[src/design/sbd_pkg.sv]
// Shared types, constants and character tables of the strict base64 stream decoder.
package sbd_pkg;

  localparam int unsigned BYTES_W    = 26;
  localparam int unsigned CHARS_W    = 28;
  localparam int unsigned SLOTS      = 5;
  localparam int unsigned HELD_DEPTH = 3;

  localparam logic [2:0] STATUS_OK        = 3'd0;
  localparam logic [2:0] STATUS_NO_MARKER = 3'd1;
  localparam logic [2:0] STATUS_SIZE      = 3'd2;
  localparam logic [2:0] STATUS_BAD_CHAR  = 3'd3;
  localparam logic [2:0] STATUS_BAD_PAD   = 3'd4;
  localparam logic [2:0] STATUS_EMPTY     = 3'd5;

  localparam logic [BYTES_W-1:0] MAX_BYTES_RESET = 26'd10485760;
  localparam logic [CHARS_W-1:0] CHARS_MAX       = {CHARS_W{1'b1}};

  localparam logic [7:0] CHAR_PAD  = 8'h3D;
  localparam logic [7:0] CHAR_SEMI = 8'h3B;

  typedef struct packed {
    logic [7:0] character;
    logic       last;
  } item_t;

  typedef struct packed {
    logic       is_status;
    logic [7:0] data_byte;
    logic [2:0] status_code;
  } result_t;

  typedef struct packed {
    logic [11:0]        acc;
    logic [2:0]         bit_count;
    logic               pad_found;
    logic [1:0]         padding_total;
    logic [1:0]         symbols;
    logic [BYTES_W-1:0] bytes_out;
    logic [2:0]         first_error;
  } dec_t;

  typedef struct packed {
    logic       valid;
    logic [5:0] value;
  } symbol_t;

  function automatic symbol_t symbol_lookup(input logic [7:0] c);
    symbol_t s;
    s.valid = 1'b1;
    s.value = 6'd0;
    if (c >= 8'h41 && c <= 8'h5A) begin
      s.value = 6'(c - 8'h41);
    end else if (c >= 8'h61 && c <= 8'h7A) begin
      s.value = 6'(c - 8'h61 + 8'd26);
    end else if (c >= 8'h30 && c <= 8'h39) begin
      s.value = 6'(c - 8'h30 + 8'd52);
    end else if (c == 8'h2B) begin
      s.value = 6'd62;
    end else if (c == 8'h2F) begin
      s.value = 6'd63;
    end else begin
      s.valid = 1'b0;
    end
    return s;
  endfunction

  function automatic logic is_blank(input logic [7:0] c);
    return (c == 8'h20) || (c >= 8'h09 && c <= 8'h0D);
  endfunction

  // Characters of the "data:" prefix.
  function automatic logic [7:0] head_char(input logic [2:0] pos);
    logic [7:0] c;
    case (pos)
      3'd0: c = 8'h64;
      3'd1: c = 8'h61;
      3'd2: c = 8'h74;
      3'd3: c = 8'h61;
      3'd4: c = 8'h3A;
      default: c = 8'h00;
    endcase
    return c;
  endfunction

  // Characters of the ";base64," marker.
  function automatic logic [7:0] marker_char(input logic [2:0] pos);
    logic [7:0] c;
    case (pos)
      3'd0: c = 8'h3B;
      3'd1: c = 8'h62;
      3'd2: c = 8'h61;
      3'd3: c = 8'h73;
      3'd4: c = 8'h65;
      3'd5: c = 8'h36;
      3'd6: c = 8'h34;
      3'd7: c = 8'h2C;
      default: c = 8'h00;
    endcase
    return c;
  endfunction

endpackage

[src/design/sbd_decode.sv]
// Per-character base64 decode step: symbol lookup, bit accumulation and error tracking.
module sbd_decode (
  input  sbd_pkg::dec_t                cur,
  input  logic [7:0]                   character,
  input  logic [sbd_pkg::BYTES_W-1:0]  max_bytes,
  output sbd_pkg::dec_t                nxt,
  output logic                         byte_valid,
  output logic [7:0]                   data_byte
);

  sbd_pkg::symbol_t sym;
  logic [11:0]      acc_shift;
  logic [11:0]      shifted;
  logic [3:0]       sum;
  logic [2:0]       remain;

  assign sym       = sbd_pkg::symbol_lookup(character);
  assign acc_shift = {cur.acc[5:0], sym.value};
  assign sum       = {1'b0, cur.bit_count} + 4'd6;
  assign remain    = (sum >= 4'd8) ? 3'(sum - 4'd8) : sum[2:0];
  assign shifted   = acc_shift >> remain;

  always_comb begin
    nxt        = cur;
    byte_valid = 1'b0;
    data_byte  = shifted[7:0];
    if (cur.first_error == sbd_pkg::STATUS_OK && !sbd_pkg::is_blank(character)) begin
      if (character == sbd_pkg::CHAR_PAD) begin
        nxt.pad_found = 1'b1;
        nxt.symbols   = cur.symbols + 2'd1;
        if (cur.padding_total >= 2'd2) begin
          nxt.first_error = sbd_pkg::STATUS_BAD_PAD;
        end else begin
          nxt.padding_total = cur.padding_total + 2'd1;
        end
      end else if (cur.pad_found || !sym.valid) begin
        nxt.first_error = sbd_pkg::STATUS_BAD_CHAR;
      end else begin
        nxt.symbols   = cur.symbols + 2'd1;
        nxt.acc       = acc_shift;
        nxt.bit_count = remain;
        if (sum >= 4'd8) begin
          if (cur.bytes_out >= max_bytes) begin
            nxt.first_error = sbd_pkg::STATUS_SIZE;
          end else begin
            byte_valid    = 1'b1;
            nxt.bytes_out = cur.bytes_out + 26'd1;
          end
        end
      end
    end
  end

endmodule

[src/design/strict_base64_stream_decoder.sv]
// Top level of the strict base64 stream decoder with data URL prefix handling.
//
// The char channel carries one character and a last flag per transaction;
// a frame ends with the transaction whose last flag is set. The result
// channel returns decoded bytes as soon as they complete, then one status
// transaction that closes the frame. The cfg channel writes the output size
// limit; it is always ready, and the user must ensure it is written only
// while the block is idle, which the block does not enforce. An accepted
// character lands in an input register and is decoded from there into a
// result queue of up to five entries. While the receiver does not stall,
// the block takes one character per cycle as long as each yields at most
// one result; a character that releases held prefix bytes or ends a frame
// yields up to five results, and the queue drains them one per cycle,
// holding the next character in the input register. Reset empties both
// registers, returns all frame state to its start and sets the limit to
// 10485760 bytes. When the receiver stalls, the queue holds its head, the
// input register takes one more character, and then char stall rises.
module strict_base64_stream_decoder (
  input  logic                         clk,
  input  logic                         rst,
  input  logic                         char_valid,
  output logic                         char_stall,
  input  sbd_pkg::item_t               char_data,
  output logic                         result_valid,
  input  logic                         result_stall,
  output sbd_pkg::result_t             result_data,
  input  logic                         cfg_valid,
  output logic                         cfg_ready,
  input  logic [sbd_pkg::BYTES_W-1:0]  cfg_data
);

  localparam logic [1:0] PH_PREFIX = 2'd0;
  localparam logic [1:0] PH_MARKER = 2'd1;
  localparam logic [1:0] PH_DECODE = 2'd2;
  localparam logic [2:0] PREFIX_LAST = 3'd4;
  localparam logic [2:0] MARKER_LAST = 3'd7;

  logic [sbd_pkg::BYTES_W-1:0] max_bytes;

  sbd_pkg::item_t   item;
  logic             item_valid;

  sbd_pkg::result_t slots [sbd_pkg::SLOTS];
  sbd_pkg::result_t slots_next [sbd_pkg::SLOTS];
  logic [2:0]       cnt;
  logic [2:0]       cnt_next;

  logic [1:0]                  phase, phase_next;
  logic [2:0]                  prefix_pos, prefix_pos_next;
  logic [2:0]                  marker_pos, marker_pos_next;
  logic [sbd_pkg::CHARS_W-1:0] chars, chars_next, chars_inc;
  sbd_pkg::dec_t               dec, dec_next, dec_step;
  logic [7:0]                  held [sbd_pkg::HELD_DEPTH];
  logic [7:0]                  held_next [sbd_pkg::HELD_DEPTH];
  logic [1:0]                  ht, ht_next;

  logic                        step_valid;
  logic [7:0]                  step_byte;
  logic [1:0]                  flush_cnt;
  logic                        emit;
  logic [2:0]                  status_pos;
  logic [2:0]                  status;
  logic [sbd_pkg::CHARS_W-1:0] chars_off;
  logic [sbd_pkg::CHARS_W-1:0] chars_k3;
  logic                        over;
  logic                        tail_bad;

  logic out_take;
  logic load;

  assign cfg_ready    = 1'b1;
  assign result_valid = (cnt != 3'd0);
  assign result_data  = slots[0];
  assign out_take     = result_valid && !result_stall;
  assign load         = item_valid && ((cnt == 3'd0) || (cnt == 3'd1 && out_take));
  assign char_stall   = item_valid && !load;

  sbd_decode u_decode (
    .cur        (dec),
    .character  (item.character),
    .max_bytes  (max_bytes),
    .nxt        (dec_step),
    .byte_valid (step_valid),
    .data_byte  (step_byte)
  );

  assign chars_inc = (chars == sbd_pkg::CHARS_MAX) ? chars : chars + 28'd1;

  always_comb begin
    phase_next      = phase;
    prefix_pos_next = prefix_pos;
    marker_pos_next = marker_pos;
    chars_next      = chars;
    dec_next        = dec;
    held_next       = held;
    ht_next         = ht;
    flush_cnt       = 2'd0;
    emit            = 1'b0;

    case (phase)
      PH_PREFIX: begin
        chars_next = chars_inc;
        if (item.character == sbd_pkg::head_char(prefix_pos)) begin
          if (prefix_pos == PREFIX_LAST) begin
            dec_next        = '0;
            phase_next      = PH_MARKER;
            marker_pos_next = 3'd0;
            ht_next         = 2'd0;
            chars_next      = '0;
          end else begin
            prefix_pos_next = prefix_pos + 3'd1;
            dec_next        = dec_step;
            if (step_valid && ht != 2'd3) begin
              held_next[ht] = step_byte;
              ht_next       = ht + 2'd1;
            end
          end
        end else begin
          flush_cnt  = ht;
          ht_next    = 2'd0;
          phase_next = PH_DECODE;
          dec_next   = dec_step;
          emit       = step_valid;
        end
      end
      PH_MARKER: begin
        if (item.character == sbd_pkg::marker_char(marker_pos)) begin
          marker_pos_next = marker_pos + 3'd1;
          if (marker_pos == MARKER_LAST) begin
            phase_next = PH_DECODE;
            chars_next = '0;
          end
        end else begin
          marker_pos_next = (item.character == sbd_pkg::CHAR_SEMI) ? 3'd1 : 3'd0;
        end
      end
      PH_DECODE: begin
        chars_next = chars_inc;
        dec_next   = dec_step;
        emit       = step_valid;
      end
      default: begin
        phase_next = PH_PREFIX;
      end
    endcase

    if (item.last && phase_next == PH_PREFIX) begin
      flush_cnt = ht_next;
    end
  end

  // Length limit: chars > 4*ceil(max/3) + 16 is the same as
  // chars >= 17 with 3*floor((chars - 17)/4) >= max.
  assign chars_off = chars_next - 28'd17;
  assign chars_k3  = {2'b00, chars_off[sbd_pkg::CHARS_W-1:2]}
                   + {1'b0, chars_off[sbd_pkg::CHARS_W-1:2], 1'b0};
  assign over      = (chars_next >= 28'd17) && (chars_k3 >= {2'b00, max_bytes});

  assign tail_bad = (dec_next.symbols != 2'd0) || (dec_next.bit_count == 3'd6)
                 || (dec_next.bit_count == 3'd2 && dec_next.acc[1:0] != 2'd0)
                 || (dec_next.bit_count == 3'd4 && dec_next.acc[3:0] != 4'd0)
                 || (dec_next.padding_total == 2'd1 && dec_next.bit_count != 3'd2)
                 || (dec_next.padding_total == 2'd2 && dec_next.bit_count != 3'd4);

  always_comb begin
    if (phase_next == PH_MARKER) begin
      status = sbd_pkg::STATUS_NO_MARKER;
    end else if (over) begin
      status = sbd_pkg::STATUS_SIZE;
    end else if (dec_next.first_error != sbd_pkg::STATUS_OK) begin
      status = dec_next.first_error;
    end else if (dec_next.bytes_out == '0) begin
      status = sbd_pkg::STATUS_EMPTY;
    end else if (tail_bad) begin
      status = sbd_pkg::STATUS_BAD_PAD;
    end else begin
      status = sbd_pkg::STATUS_OK;
    end
  end

  assign status_pos = {1'b0, flush_cnt} + {2'b00, emit};
  assign cnt_next   = status_pos + {2'b00, item.last};

  always_comb begin
    for (int i = 0; i < sbd_pkg::SLOTS; i++) begin
      slots_next[i] = '0;
    end
    for (int i = 0; i < sbd_pkg::HELD_DEPTH; i++) begin
      slots_next[i] = '{is_status: 1'b0, data_byte: held_next[i],
                        status_code: sbd_pkg::STATUS_OK};
    end
    if (emit) begin
      slots_next[{1'b0, flush_cnt}] = '{is_status: 1'b0, data_byte: step_byte,
                                        status_code: sbd_pkg::STATUS_OK};
    end
    if (item.last) begin
      slots_next[status_pos] = '{is_status: 1'b1, data_byte: 8'h00, status_code: status};
    end
  end

  always_ff @(posedge clk) begin
    if (rst) begin
      max_bytes  <= sbd_pkg::MAX_BYTES_RESET;
      item_valid <= 1'b0;
      cnt        <= 3'd0;
      phase      <= PH_PREFIX;
      prefix_pos <= 3'd0;
      marker_pos <= 3'd0;
      chars      <= '0;
      dec        <= '0;
      ht         <= 2'd0;
    end else begin
      if (cfg_valid && cfg_ready) begin
        max_bytes <= cfg_data;
      end
      if (!char_stall) begin
        item_valid <= char_valid;
      end
      if (load) begin
        cnt <= cnt_next;
        if (item.last) begin
          phase      <= PH_PREFIX;
          prefix_pos <= 3'd0;
          marker_pos <= 3'd0;
          chars      <= '0;
          dec        <= '0;
          ht         <= 2'd0;
        end else begin
          phase      <= phase_next;
          prefix_pos <= prefix_pos_next;
          marker_pos <= marker_pos_next;
          chars      <= chars_next;
          dec        <= dec_next;
          ht         <= ht_next;
        end
      end else if (out_take) begin
        cnt <= cnt - 3'd1;
      end
    end
  end

  always_ff @(posedge clk) begin
    if (!char_stall && char_valid) begin
      item <= char_data;
    end
    if (load) begin
      held  <= held_next;
      slots <= slots_next;
    end else if (out_take) begin
      for (int i = 0; i < sbd_pkg::SLOTS - 1; i++) begin
        slots[i] <= slots[i + 1];
      end
    end
  end

  assert property (@(posedge clk) disable iff (rst)
    result_valid && result_data.is_status |-> cnt == 3'd1)
    else $error("A status transaction is not the last queued result.");

  assert property (@(posedge clk) disable iff (rst)
    result_valid && result_data.is_status |-> result_data.data_byte == 8'h00)
    else $error("A status transaction carries a nonzero data byte.");

  assert property (@(posedge clk) disable iff (rst)
    phase == PH_MARKER |-> ht == 2'd0)
    else $error("Held bytes remain while searching for the marker.");

  assert property (@(posedge clk) disable iff (rst)
    load && item.last |=> phase == PH_PREFIX && chars == '0 && ht == 2'd0)
    else $error("Frame state was not cleared after the last character.");

endmodule
[config.mk]
export PLATFORM = sky130hd
export DESIGN_NAME = strict_base64_stream_decoder
export DESIGN_NICKNAME = d
export VERILOG_FILES = /design/src/design/sbd_pkg.sv /design/src/design/sbd_decode.sv /design/src/design/strict_base64_stream_decoder.sv
export SDC_FILE = /design/constraint.sdc
export NUM_CORES = 1
export LEC_CHECK = 0
export ABC_AREA = 1
export BUFFER_PORTS_ARGS = -buffer_cell sky130_fd_sc_hd__clkbuf_2
export CORE_UTILIZATION = 64
export CTS_CLUSTER_DIAMETER = 50
export DETAILED_ROUTE_END_ITERATION = 6
export PLACE_DENSITY = 0.91
export SETUP_SLACK_MARGIN = 0.3
export SLEW_MARGIN = 15
export SYNTH_ARGS = -nofsm -noshare
export SYNTH_HDL_FRONTEND = slang
export SYNTH_SLANG_ARGS = --single-unit
export TNS_END_PERCENT = 100
[constraint.sdc]
create_clock -name clk -period 6.2 [get_ports clk]
set_input_delay 1.24 -clock clk [delete_from_list [all_inputs] [get_ports clk]]
set_output_delay 1.24 -clock clk [all_outputs]
set_load 0.05 [all_outputs]
==> results of run 1 <==
[through the flow]
| step | instance area, um^2 | hold slack, ps | setup TNS, ps | power, mW | cells |
|---|---|---|---|---|---|
| floorplan | 15100 | 431 | 0 | 2.92 | 2155 |
| global placement | 15800 | 441 | 0 | 3.20 | 2497 |
| detailed placement | 15800 | 449 | -1100 | 3.25 | 2497 |
| CTS | 17000 | 458 | 0 | 4.65 | 2558 |
| global route | 17200 | 487 | -2740 | 4.91 | 2564 |
| finish | 17200 | 460 | 0 | 4.70 | 2564 |
[sequential cells by signal, summed over array words and instances (netlist names), named ones only]
register     flops
dec             43
slots           40
chars           28
max_bytes       26
held            24
result_data     12
item             9
cnt              3
marker_pos       3
prefix_pos       3
ht               2
phase            2
item_valid       1
[cell usage in the layout, fill, tap and decap left out, drive strengths merged, types with 17 or more instances in the layout]
cell type | synthesis | final
ha | 110 | 110
buf | 28 | 72
inv | 269 | 271
o211ai | 33 | 33
nand3 | 127 | 127
nor3 | 48 | 48
xnor2 | 17 | 17
o21ai | 164 | 164
nand4 | 47 | 47
nand2 | 579 | 579
clkbuf | 48 | 88
xor2 | 35 | 35
a21oi | 179 | 179
o22ai | 18 | 18
nor2 | 161 | 161
dfxtp | 117 | 117
edfxtp | 85 | 85
[power by group]
group          internal, mW  switching [mW]  total (mW)
clock network         0.795           0.601        1.40
registers              1.75          0.0954        1.85
logic                 0.388            1.06        1.45
[layout make-up]
| type | count | area, um^2 |
|---|---|---|
| Clock inverter | 12 | 93.8 |
| Fill cell | 1687 | 5630 |
| Multi-Input combinational cell | 1605 | 9290 |
| Clock buffer | 35 | 694 |
| Inverter | 272 | 1030 |
| Tap cell | 313 | 392 |
| Timing Repair Buffer | 125 | 813 |
| Sequential cell | 202 | 4900 |
[per-layer routing]
layer | part of all wire [%] | GRT usage, % | up-vias | routed length [um]
met1 | 40 | 41.1 | 7010 | 16600
met5 | 0 | 0 | - | 0
met2 | 49 | 59.6 | 663 | 20600
met3 | 6.8 | 4.26 | 146 | 2860
li1 | - | - | 7358 | -
met4 | 4.0 | 15.1 | 0 | 1680
[worst max-delay path by stage]
stage                              from             end  slack [ps]  cells after the start
after floorplan           prefix_pos[0]  result_data[1]         530                     46
after global routing            item[2]       slots[14]        -210                     43
after global placement    prefix_pos[1]  result_data[1]         150                     46
after CTS                 prefix_pos[0]       slots[14]         290                     49
final                          chars[0]       slots[14]          80                     44
after detailed placement  prefix_pos[1]       slots[14]        -120                     46
[critical path: cells and delay by family, from the launching register on]
| family | cells | cell delay [ps] |
|---|---|---|
| compound gates | 9 | 1090 |
| xor+xnor | 1 | 160 |
| fa+ha+maj | 3 | 780 |
| buf+inv | 3 | 240 |
| flops | 1 | 330 |
| simple gates | 28 | 3350 |
[timing repair]
item	4_1_cts	5_1_grt
setup buffers	14	6
endpoints found under the setup margin	15	15
pin swaps	33	32
gates resized for setup	67	64
hold buffers	0	0
[logic make-up (layout without fill, tap and decap cells)]
group / count (synthesis) / after routing / share of synthesized area [%]
xor+xnor: 52 / 52 / 3.02
compound gates: 443 / 443 / 16.5
simple gates: 995 / 995 / 29.1
mux: 2 / 2 / 0.141
buf+inv: 348 / 444 / 9.29
flops: 202 / 202 / 32.5
other cells: 1 / 1 / 0.0249
fa+ha+maj: 112 / 112 / 9.41
==> impl_results.md, run 1 <==
- Detailed placement HPWL: about 29000 um
- Post-Syn Area: 0.0151 mm^2
- ANT cells: 0
- Worst-Skew Late Latency: 560 ps
- R2R Setup Slk: 80 ps
- Largest stage delay, worst path: 330 ps
- Crit-path most repeated cell: nand2_4
- VDD IR-drop max: 0.250 mV
- Pre-CTS setup slack: -119 ps
- Vias: roughly 15k
- Antenna Nets Post-Route: 0
- Max frequency: about 160 MHz
- Async set-reset flop share out of synthesis: 0%
- Final setup violation count: 0
- Crit Path Category: register to register
- Fin crit period: 6120 ps
- Routed vias/inst: 5.92
- Least-Margin Pin Slew: 1160 ps
- Largest net degree at the start of global routing: 79
- Remaining global-route overflow: 0
- CP Data Required Time: 6610 ps
- CTS max path bufs: 3
- Reg2reg end: slots[14]
- Site Rows: 55
- Critical Path AT: 6530 ps
- Initial antenna violation count: 0
- CTS tree: built
- Worst reg2reg path depth: between 40 and 50
- Status: finished clean
- Core area: 0.0228 mm^2
- HP Start: dec[33]
- Commonest cells in the netlist: nand2_1, inv_1, a21oi_1, o21ai_0, nor2_1
- First-pass GRT wire length: around 67000 um
- Top_reg_cell synth: dfxtp_1
- Share of post-route cells with drive strength above 1: 15.9%
- Residual DRC: 0
- Vias in the first global route: 14.2k
- Crit path max-delay cell type: dfxtp_1
- Synth area leaders: edfxtp_1, dfxtp_1, nand2_1
- CP endpoint kind: register
- Drt first pass iters: 6
- Seq/Total Area, Yosys: 32.5%
- Crit Reg-Reg Startpoint: chars[0]
- Post-synth top area cell: edfxtp_1
- Top-count cell post-synth: nand2_1
- PortBufs: 53
- Tot GR Track Use: 33.8%
- Synth top area share: 17.0%
- Final Cycle Share: 98.6%
- Boundary pin count: 55
- Initial DRC count: 1649
- Crit path max fanout: 5
- CTS sink cnt: 202
- Syn avg cell area: 6.99 um^2
- Die area: 0.0241 mm^2
- H-tree depth: 1
- Mapped Cells: roughly 2.2k
- Area Growth Syn to Fin: 14.3%
- Netlist cell types: 63
- DR WL/cell: about 16 um
- Final Hold Violating Endpoints: 0
- Net Count, Synth: 2307
- #FFs+latches synth: 202
- RSZ-0062 raised after global routing: true
- Clock Tree Root: clkbuf_16
- Clock transition at path regs: 60 ps
- Final Util: between 70% and 80%
- Hold Path Class: register to register
- CTS Buf Count: 26
- Die X: 155 um
- Layout Nets: 2384
- Die Ht: 155 um
- Setup crit start kind: register
- Worst setup margin: 83.8 ps
- Starting Density: 65.9%
- Pwr Density: roughly 270 mW/mm^2
- Clk_skew: 38.5 ps
- Hold Path Cell Cnt: 2
- Pleak: 7.27 nW
- EDFF count, synth: between 80 and 90
- Gpl congestion: between 0.9 and 1
- Max_cap viols: 0
- Final Max Slew Viols: 0
- Max-slew headroom: 22.1%
- Hold Path Sink: dec[33]
- Final WL: 41700 um
- Warnings from Yosys: 0
No activity file was read; power rests on OpenSTA's default activity.
==> run 2, diff against run 1 <==
--- a/config.mk
+++ b/config.mk
@@ -7,10 +7,12 @@
 export LEC_CHECK = 0
 export ABC_AREA = 1
 export BUFFER_PORTS_ARGS = -buffer_cell sky130_fd_sc_hd__clkbuf_2
-export CORE_UTILIZATION = 64
+export CELL_PAD_IN_SITES_DETAIL_PLACEMENT = 0
+export CELL_PAD_IN_SITES_GLOBAL_PLACEMENT = 1
+export CORE_UTILIZATION = 46
 export CTS_CLUSTER_DIAMETER = 50
 export DETAILED_ROUTE_END_ITERATION = 6
-export PLACE_DENSITY = 0.91
+export PLACE_DENSITY = 0.9
 export SETUP_SLACK_MARGIN = 0.3
 export SLEW_MARGIN = 15
 export SYNTH_ARGS = -nofsm -noshare
==> run 2 against run 1 <==
Global-route usage fell by 8.1 points. Total power grew 4.9%. Non-clock buffer count is 19 higher. Die area rose by 39%. First-iteration DRC count is 42% lower. Clock power is 16% higher. Core utilization shrank 20 points. Routed wire length up 2.8%. Final area increased by 2.9%. Count of clock-buffer cells in the layout decreased by 1.
==> impl_results.md, run 2 (synthesis gave the netlist of run 1 again) <==
- Status: finished clean
- Antenna Nets Post-Route: 0 (unchanged)
- Share of post-route cells with drive strength above 1: 17.2% (+1.4 points)
- H-tree depth: 1 (unchanged)
- Drt first pass iters: 6 (unchanged)
- Max-slew headroom: 29.0% (+6.9 points)
- Crit Path Category: register to register
- CTS sink cnt: 202 (unchanged)
- Clock group share of total power: 33.1% (+3.4 points)
- Die area: 0.0335 mm^2 (+39%)
- Largest stage delay, worst path: 470 ps (+140 ps)
- Area Growth Syn to Fin: 17.7%
- Routed vias/inst: 5.38 (-9.0%)
- Clock transition at path regs: 60 ps (about the same)
- CTS Buf Count: 29 (+12%)
- Top Registers: dec: 43 flops, slots: 40 flops, chars: 28 flops
- Final Cycle Share: 96.7% (-1.9 points)
- Final Max Slew Viols: 0 (unchanged)
- Residual DRC: 0 (unchanged)
- Worst-Skew Late Latency: 570 ps (about the same)
- Met3 usage: 2.64% (-1.6 points)
- Starting Density: 47.2% (-19 points)
- Reg2reg end: slots[14]
- Hold Path Cell Cnt: 2 (unchanged)
- CP Data Required Time: 6620 ps (about the same)
- DR WL/cell: 15.8 um (-2.8%)
- Pwr Density: 278 mW/mm^2 (+2.0%)
- Commonest cells after routing, fill and taps aside: nand2_1, inv_1, a21oi_1, o21ai_0, nor2_1
- R2R Setup Slk: 200 ps (+120 ps)
- Sw Pwr: 1.83 mW (+4.0%)
- Max_cap viols: 0 (unchanged)
- Worst reg2reg path depth: 39 (-11%)
- RSZ-0062 raised after global routing: true
- Fin area: 0.0177 mm^2 (+2.9%)
- Tot GR Track Use: 25.7% (-8.1 points)
- Final setup violation count: 0 (unchanged)
- GR peak layer: met2
- Core area: 0.0319 mm^2 (+40%)
- Crit path max fanout: 10 (+5)
- CTS max path bufs: 3 (unchanged)
- Final Power: 4.93 mW (+4.9%)
- Max frequency: 167 MHz (+2.0%)
- Sequential Power Share: 37.4% (-2.0 points)
- Setup crit start kind: register
- Most common cell after layout, fill and taps aside: nand2_1
- Detailed placement HPWL: 31400 um (+7.7%)
- Final WL: 42900 um (+2.8%)
- Share of power burned in combinational logic: 29.5% (-1.4 points)
- VDD IR-drop max: 0.220 mV (-12%)
- Hold buffer count at cts: 0 (unchanged)
- ANT cells: 0 (unchanged)
- Pleak: 7.39 nW (+1.8%)
- Global routing usage on met2: 45.3% (-14 points)
- Internal Power: 3.10 mW (+5.5%)
- Gpl congestion: 0.913 (-5.2%)
- Crit Reg-Reg Startpoint: item[4]
- Least-Margin Pin Slew: 1060 ps (-105 ps)
- Fillcell total: 3116 (+85%)
- Met1 Use GR: 33.7% (-7.4 points)
- PortBufs: 53 (unchanged)
- Die Ht: 183 um (+18%)
- Final Hold Violating Endpoints: 0 (unchanged)
- HP Start: dec[33]
- CP endpoint kind: register
- Clock Tree Root: clkbuf_16
- Largest Register: dec
- Critical Path AT: 6420 ps (-110 ps)
- First-pass GRT wire length: 69900 um (+4.9%)
- CTS tree: built
- Hold Path Sink: dec[33]
- Boundary pin count: 55 (unchanged)
- Vias in the first global route: 13.9k (-2.3%)
- Clk_skew: 33.8 ps (-4.61 ps)
- Hold Path Class: register to register
- Max reg flops: 43 (unchanged)
- Die X: 183 um (+18%)
- Fin crit period: 6000 ps (-118 ps)
- Initial antenna violation count: 0 (unchanged)
- Layout Nets: 2406 (+0.92%)
- Crit-path most repeated cell: nand2_4
- Site Rows: 65 (+18%)
- Initial DRC count: 953 (-42%)
- Remaining global-route overflow: 0 (unchanged)
- Largest net degree at the start of global routing: 80 (+1.3%)
- Crit path max-delay cell type: edfxtp_1
- Vias: 14.6k (-3.8%)
- Placed cell areas: 0.0159 mm^2 (+1.2%)
- Sw Ratio: 37.2% (-0.32 points)
==> run 2: final cells by class <==
cell class                 instances  area [um^2]  area share (%)
multi-input combinational       1605         9330            52.6
sequential                       202         4910            27.7
inverter                         272         1040            5.85
timing repair buffer             144          956            5.40
clock buffer                      34          744            4.20
tap                              435          544            3.07
clock inverter                    20          200            1.13
==> run 2: how the worst max path moves through the flow <==
stage,startpoint,to,slack (ps),cells past startpoint
after floorplan,prefix_pos[0],result_data[1],530,46
after global placement,chars[0],result_data[1],-60,45
after detailed placement,chars[0],slots[14],-210,45
after CTS,item[2],slots[13],250,46
after global routing,item[4],slots[14],-310,41
final,item[4],slots[14],200,39
==> run 2: critical path, delay by kind of cell, from the launching register on <==
family	cells	cell delay, ps
xor+xnor	1	140
compound gates	6	960
simple gates	26	3290
flops	1	470
fa+ha+maj	2	680
buf+inv	4	330
==> run 2: per-stage QoR <==
step                      std cells  TNS (ps)  hold slack [ps]  util (%)  setup slack [ps]
final                          2712         0              459      55.6               202
after detailed placement       2623     -2170              447      50.0              -207
after floorplan                2155         0              431         -               528
after CTS                      2704         0              456      54.6               251
after global routing           2712     -4100              494      55.6              -309
after global placement         2623      -537              447      50.0             -61.9
==> run 2: routing by layer <==
metal / up-vias / part of all wire [%]
met3: 72 / 4.6
met4: 0 / 2.0
li1: 7438 / -
met2: 373 / 49
met1: 6719 / 45
met5: - / 0
==> run 2: repair_timing <==
| item | CTS | global route |
|---|---|---|
| pin swaps | 33 | 32 |
| setup buffers | 27 | 8 |
| setup endpoints to repair | 15 | 15 |
| resized for setup | 76 | 70 |
==> run 2: power by group through the flow <==
stage / Clock, mW / Sequential, mW / Combinational, mW
floorplan: 0 / 1.84 / 1.08
global placement: 0 / 1.87 / 1.38
detailed placement: 0 / 1.87 / 1.40
CTS: 1.66 / 1.85 / 1.43
global route: 1.72 / 1.87 / 1.62
finish: 1.63 / 1.84 / 1.45
